--- src/rtl/pst_pkg.sv ---
package pst_pkg;

   localparam int unsigned DEF_MAX_NUMBERS = 65536;
   localparam int unsigned DEF_LIST_DEPTH  = 8192;

   localparam int unsigned KIND_W   = 2;
   localparam int unsigned VALUE_W  = 16;
   localparam int unsigned STATUS_W = 2;
   localparam int unsigned COUNT_W  = 14;
   localparam int unsigned CALC_W   = 18;

   localparam logic [KIND_W-1:0] KIND_BUILD  = 0;
   localparam logic [KIND_W-1:0] KIND_TEST   = 1;
   localparam logic [KIND_W-1:0] KIND_LOOKUP = 2;
   localparam logic [KIND_W-1:0] KIND_BAD    = 3;

   localparam logic [STATUS_W-1:0] STATUS_OK      = 0;
   localparam logic [STATUS_W-1:0] STATUS_RANGE   = 1;
   localparam logic [STATUS_W-1:0] STATUS_UNBUILT = 2;

   localparam logic [VALUE_W-1:0] LIMIT_RESET = '1;
   localparam logic [COUNT_W-1:0] COUNT_MAX   = '1;
   localparam int unsigned        FIRST_PRIME = 2;

   typedef struct packed {
      logic [KIND_W-1:0]  kind;
      logic [VALUE_W-1:0] value;
   } req_type;

   typedef struct packed {
      logic [STATUS_W-1:0] status;
      logic                is_prime;
      logic [VALUE_W-1:0]  prime_value;
      logic [COUNT_W-1:0]  prime_count;
   } rsp_type;

   typedef enum logic [2:0] {
      ST_IDLE,
      ST_FILL,
      ST_SIEVE_TEST,
      ST_SIEVE_CHK,
      ST_CROSS,
      ST_COLLECT,
      ST_DRAIN
   } state_type;

   typedef struct packed {
      logic fill_init;
      logic fill_step;
      logic sieve_init;
      logic sieve_read;
      logic cross_init;
      logic cross_step;
      logic sieve_next;
      logic collect_init;
      logic collect_step;
      logic build_done;
      logic query;
   } cmd_type;

   typedef struct packed {
      logic fill_more;
      logic sieve_more;
      logic flag_set;
      logic cross_more;
      logic collect_more;
   } stat_type;

endpackage

--- src/rtl/pst_ctrl.sv ---
module pst_ctrl import pst_pkg::*; (
   input  logic              clock,
   input  logic              reset,
   input  logic              start,
   input  logic [KIND_W-1:0] req_kind,
   input  stat_type          stat,
   output logic              busy,
   output cmd_type           cmd
);

   state_type state_ff;
   state_type state_in;

   always_ff @(posedge clock) begin
      if (reset) begin
         state_ff <= ST_IDLE;
      end else begin
         state_ff <= state_in;
      end
   end

   always_comb begin
      state_in = state_ff;
      case (state_ff)
         ST_IDLE: begin
            if (start && req_kind == KIND_BUILD) begin
               state_in = ST_FILL;
            end
         end
         ST_FILL: begin
            if (!stat.fill_more) begin
               state_in = ST_SIEVE_TEST;
            end
         end
         ST_SIEVE_TEST: begin
            state_in = stat.sieve_more ? ST_SIEVE_CHK : ST_COLLECT;
         end
         ST_SIEVE_CHK: begin
            state_in = stat.flag_set ? ST_CROSS : ST_SIEVE_TEST;
         end
         ST_CROSS: begin
            if (!stat.cross_more) begin
               state_in = ST_SIEVE_TEST;
            end
         end
         ST_COLLECT: begin
            if (!stat.collect_more) begin
               state_in = ST_DRAIN;
            end
         end
         ST_DRAIN: begin
            state_in = ST_IDLE;
         end
         default: begin
            state_in = ST_IDLE;
         end
      endcase
   end

   always_comb begin
      cmd  = '0;
      busy = 1'b1;
      case (state_ff)
         ST_IDLE: begin
            busy = 1'b0;
            if (start) begin
               if (req_kind == KIND_BUILD) begin
                  cmd.fill_init = 1'b1;
               end else begin
                  cmd.query = 1'b1;
               end
            end
         end
         ST_FILL: begin
            if (stat.fill_more) begin
               cmd.fill_step = 1'b1;
            end else begin
               cmd.sieve_init = 1'b1;
            end
         end
         ST_SIEVE_TEST: begin
            if (stat.sieve_more) begin
               cmd.sieve_read = 1'b1;
            end else begin
               cmd.collect_init = 1'b1;
            end
         end
         ST_SIEVE_CHK: begin
            if (stat.flag_set) begin
               cmd.cross_init = 1'b1;
            end else begin
               cmd.sieve_next = 1'b1;
            end
         end
         ST_CROSS: begin
            if (stat.cross_more) begin
               cmd.cross_step = 1'b1;
            end else begin
               cmd.sieve_next = 1'b1;
            end
         end
         ST_COLLECT: begin
            cmd.collect_step = stat.collect_more;
         end
         ST_DRAIN: begin
            cmd.build_done = 1'b1;
         end
         default: begin
            busy = 1'b1;
         end
      endcase
   end

endmodule

--- config.mk ---
export PLATFORM = sky130hd
export DESIGN_NAME = pst_ctrl
export DESIGN_NICKNAME = d
export VERILOG_FILES = /design/src/rtl/pst_pkg.sv /design/src/rtl/pst_ctrl.sv
export SDC_FILE = /design/constraint.sdc
export NUM_CORES = 1
export LEC_CHECK = 0
export BUFFER_PORTS_ARGS = -buffer_cell sky130_fd_sc_hd__clkbuf_2
export CAP_MARGIN = 20
export CORE_AREA = 2 2 39 41
export DETAILED_ROUTE_END_ITERATION = 8
export DIE_AREA = 0 0 41 43
export GPL_ROUTABILITY_DRIVEN = 0
export GPL_TIMING_DRIVEN = 0
export SKIP_LAST_GASP = 1
export SLEW_MARGIN = 5
export SYNTH_ARGS = -nofsm -noshare
export SYNTH_HDL_FRONTEND = slang
export SYNTH_SLANG_ARGS = --single-unit
--- constraint.sdc ---
create_clock -name clock -period 2.1 [get_ports clock]
set_input_delay 0.315 -clock clock [delete_from_list [all_inputs] [get_ports clock]]
set_output_delay 0.315 -clock clock [all_outputs]
set_load 0.05 [all_outputs]
* Word-level counts from Yosys, hierarchy flattened
Index checks and enable logic that the tools add are counted.
** Storage, ports and cells
- Input port bits :: 10
- Word-level logic and storage cells :: 45
- Output and inout port bits :: 12
- Bits in registers :: 3
** Operators by class
- Reduce and logical (&&, ||, !) cells :: 4
- Equal/unequal tests :: 10
- Mux-type cells :: 30
** Operators with widths (number)
- $mux W1 :: 21
- $mux W3 :: 6
- $pmux W3 S6 :: 1
- $eq A3 B3 Y1 const B :: 3
- $ne A2 B2 Y1 const B :: 4
- $eq A3 B2 Y1 const B :: 2
- $reduce_and A4 Y1 :: 1
- $eq A3 B1 Y1 const B :: 1
- $logic_not A3 Y1 :: 1
- $logic_not A2 Y1 :: 1
- $mux W2 :: 1
- $pmux W1 S2 :: 1
- $logic_and A1 B1 Y1 :: 1

* Depth between registers and ports, before layout
- Depth after elaboration :: 4
- Gate-level depth with buffers :: 4
- Gate-level depth less buffers :: 3

* Worst setup path before layout
Ideal clock, no wire load.
- Kind :: register to output
- From :: register state_ff[2]
- To :: output cmd[7] in the netlist's numbering
- Data required time :: 1785 ps
- Slack :: -271 ps
- Arrival :: 2056 ps
- Cell stages (with the launch flop) :: 3
- Path buffers :: 1
- Cell sequence :: dfxtp_1 > buf_4 > nor4bb_1
** RTL lines
- start, declared :: RTL line pst_ctrl.sv:11 : state_type state_ff;
- start signal, assigned :: RTL line pst_ctrl.sv:18 : state_ff <= state_in;
- end, declared :: RTL line pst_ctrl.sv:8 : output cmd_type cmd

==> results.md <==
* Clock Sinks at 3
* All-layer global routing usage at between 10% and 20%
* Post-synth top area cell: dfxtp_1
* Post-CTS Setup Inserts at 0
* Synth cell types at 25
* Critical-path maximum fanout at 10
* Yosys top cell area share at 17.84%
* Slew @ Worst Pin at 0.3892 ns
* Final net count at roughly 80
* Storage cell area at 60.06 sq um
* Period utilisation layout at 85.18%
* Ys Warns at 0
* Max FFs per register at 3
* Prevailing post-synth register cell: dfxtp_1
* Violation count after the first detailed-route iteration at 2
* Most frequent cell after synthesis: nor2_1
* Die Span X at 41 microns
* HPWL Detailed at approximately 720 microns
* Overflow after GRT at 0
* Multi-input gate area at 271.5 sq um
* Mapped cell area at 336.6 sq um
* Critical path arrival at 1.47 ns
* Total number of vias at just over 400
* Biggest regs: state_ff x3
* DR DRC count at 0
* Number of I/O pins at 22
* Critical Path Start Type: flop
* Leakage at about 0.23 nW
* Mapped Cells at 42
* Initial antenna violation count at 0
* Final Max Slew Viols at 0
* Total CTS buffers at 3
* Async S/R FF share, synth at 0%
* DR WL/cell at 10.43 microns
* Seq/Total Area, Yosys at approximately 18%
* CTS Hold Bufs at 0
* Max clock buf depth at 2
* Final min period at approximately 1.8 ns
* Largest net degree at the start of global routing at 11
* Clk slew on worst S/H paths at ~0.040 ns
* Number of flops mapped to enable cells by yosys at 0
* RSZ-0062 raised after global routing: false
* Clock Tree Root: clkbuf_4
* Slew margin rel. at 74.00%
* Syn Area/Cell at 8.014 sq um
* Worst hold path type: input port to flop
* Worst R2R Setup Slack at 0.92 ns
* Clock latency on the worst-skew pair at 0.23 ns
* Mapped Nets at 52
* Status: finished clean
* Setup TNS at 0 ns
* Post-CTS sizing at 0
* Post-Route WL at 866 microns
* Crit path kind: flop to primary output
* Reg with most FFs: state_ff
* Worst hold slack at 0.2777 ns
* Final Hold Violating Endpoints at 0
* Pwr Density at 427.9 nW/um^2
* Fillers at 150
* Core Rows at 14
* Die area at 1763 sq um
* Maximum vdd drop at roughly 210 uV
* CP required at 1.78 ns
* Register bit total from synthesis at 3
* MaxCap Viol Count at 0
* Area delta synth->final at 50.56%
* Vias/cell at 5.000
* CORE AREA at 1384 sq um
* Share of cells above drive strength 1 at 50.75%
* DRT Pass-1 Iters at 4
* Setup violations, final at 0
* CTS tree: yes
* Clock Skews at ~0.0034 ns
* Ant diodes at 0
* Final ANT Viol Nets at 0
* Critical Path Sink Type: primary output
* Maximum operating frequency at around 0.56 GHz
* First-pass GRT wire length at 1352 microns
* Initial Util at approximately a quarter
* DIE HEIGHT at 43 microns
* H-tree Lvls at 1
* Largest cells by area after synthesis: dfxtp_1 18%, nor4b_2 8.9%, nor3b_1 6.7%
* Vias in the first global route at between 300 and 400
* IO Port Bufs at 21
[path summary, 6_finish.rpt]
kind / from / to / cells after the start
setup / recovery: state_ff[0]$_SDFFE_PP0P_ / cmd[0] / 4
hold / removal: reset / state_ff[0]$_SDFFE_PP0P_ / 2
setup reg to reg: state_ff[0]$_SDFFE_PP0P_ / state_ff[1]$_SDFFE_PP0P_ / 4
hold reg to reg: state_ff[0]$_SDFFE_PP0P_ / state_ff[2]$_SDFFE_PP0P_ / 3
[final cells by class]
cell class | instances | area share [%]
Buffer | 3 | 4.691
Clock buffer | 4 | 5.185
Multi-Input combinational cell | 36 | 53.58
Sequential cell | 3 | 11.85
Tap cell | 16 | 3.951
Timing Repair Buffer | 21 | 20.74
[kinds of logic after synthesis]
group | Yosys count | synth area share (%)
buf+inv | 3 | 7.062
flops | 3 | 17.84
simple gates | 23 | 47.96
mux | 2 | 6.320
compound gates | 11 | 20.82
[cells in the final DEF (no fill, tap or decap)]
master     n
mux2_1     1
a21o_1     1
nor4bb_2   1
and3_1     1
nor4b_2    2
a21oi_1    3
nand2b_1   1
nor2_1     4
clkbuf_4   3
or3_4      1
o32ai_2    1
clkbuf_2  21
nor3b_2    1
or2b_1     1
nor3b_1    2
clkbuf_1   1
o21ai_0    3
buf_2      1
nand2_1    3
and3b_1    2
mux2i_1    1
a22oi_1    1
buf_6      1
nor2b_1    3
o21bai_2   1
buf_4      1
o21ai_1    1
dfxtp_1    3
nor3_1     1
[per-stage QoR]
stage	setup WS, ns	std cells	utilization [%]	cell area [sq um]	total power, mW
after global placement	0.5558	79	34.72	480.5	0.1165
after floorplan	0.01778	42	-	355.3	0.09813
after detailed placement	0.5501	79	34.72	480.5	0.1174
final	0.3113	83	36.62	506.7	0.2168
after global routing	0.2295	83	36.62	506.7	0.2294
after CTS	0.2923	83	36.62	506.7	0.2228
[layer usage]
layer  vias to the layer above  global-route usage, %  part of all wire [%]
met2                        12                  17.81                    52
met1                       198                  12.54                    43
met5                         -                      0                     0
met4                         0                  4.000                     0
li1                        205                      -                     -
met3                         0                  3.141                   5.1
[worst max-delay path: stages (launching register included)]
cell,delay (ns)
dfxtp_1,0.30
buf_6,0.14
or3_4,0.40
nor2_1,0.12
clkbuf_2,0.28
[report_power, final]
| group | switching (mW) | internal (mW) | total, mW |
|---|---|---|---|
| clock network | 0.0296 | 0.0712 | 0.101 |
| registers | 0.000880 | 0.0585 | 0.0593 |
| logic | 0.0356 | 0.0211 | 0.0567 |
(Power assumes the default switching activity.)
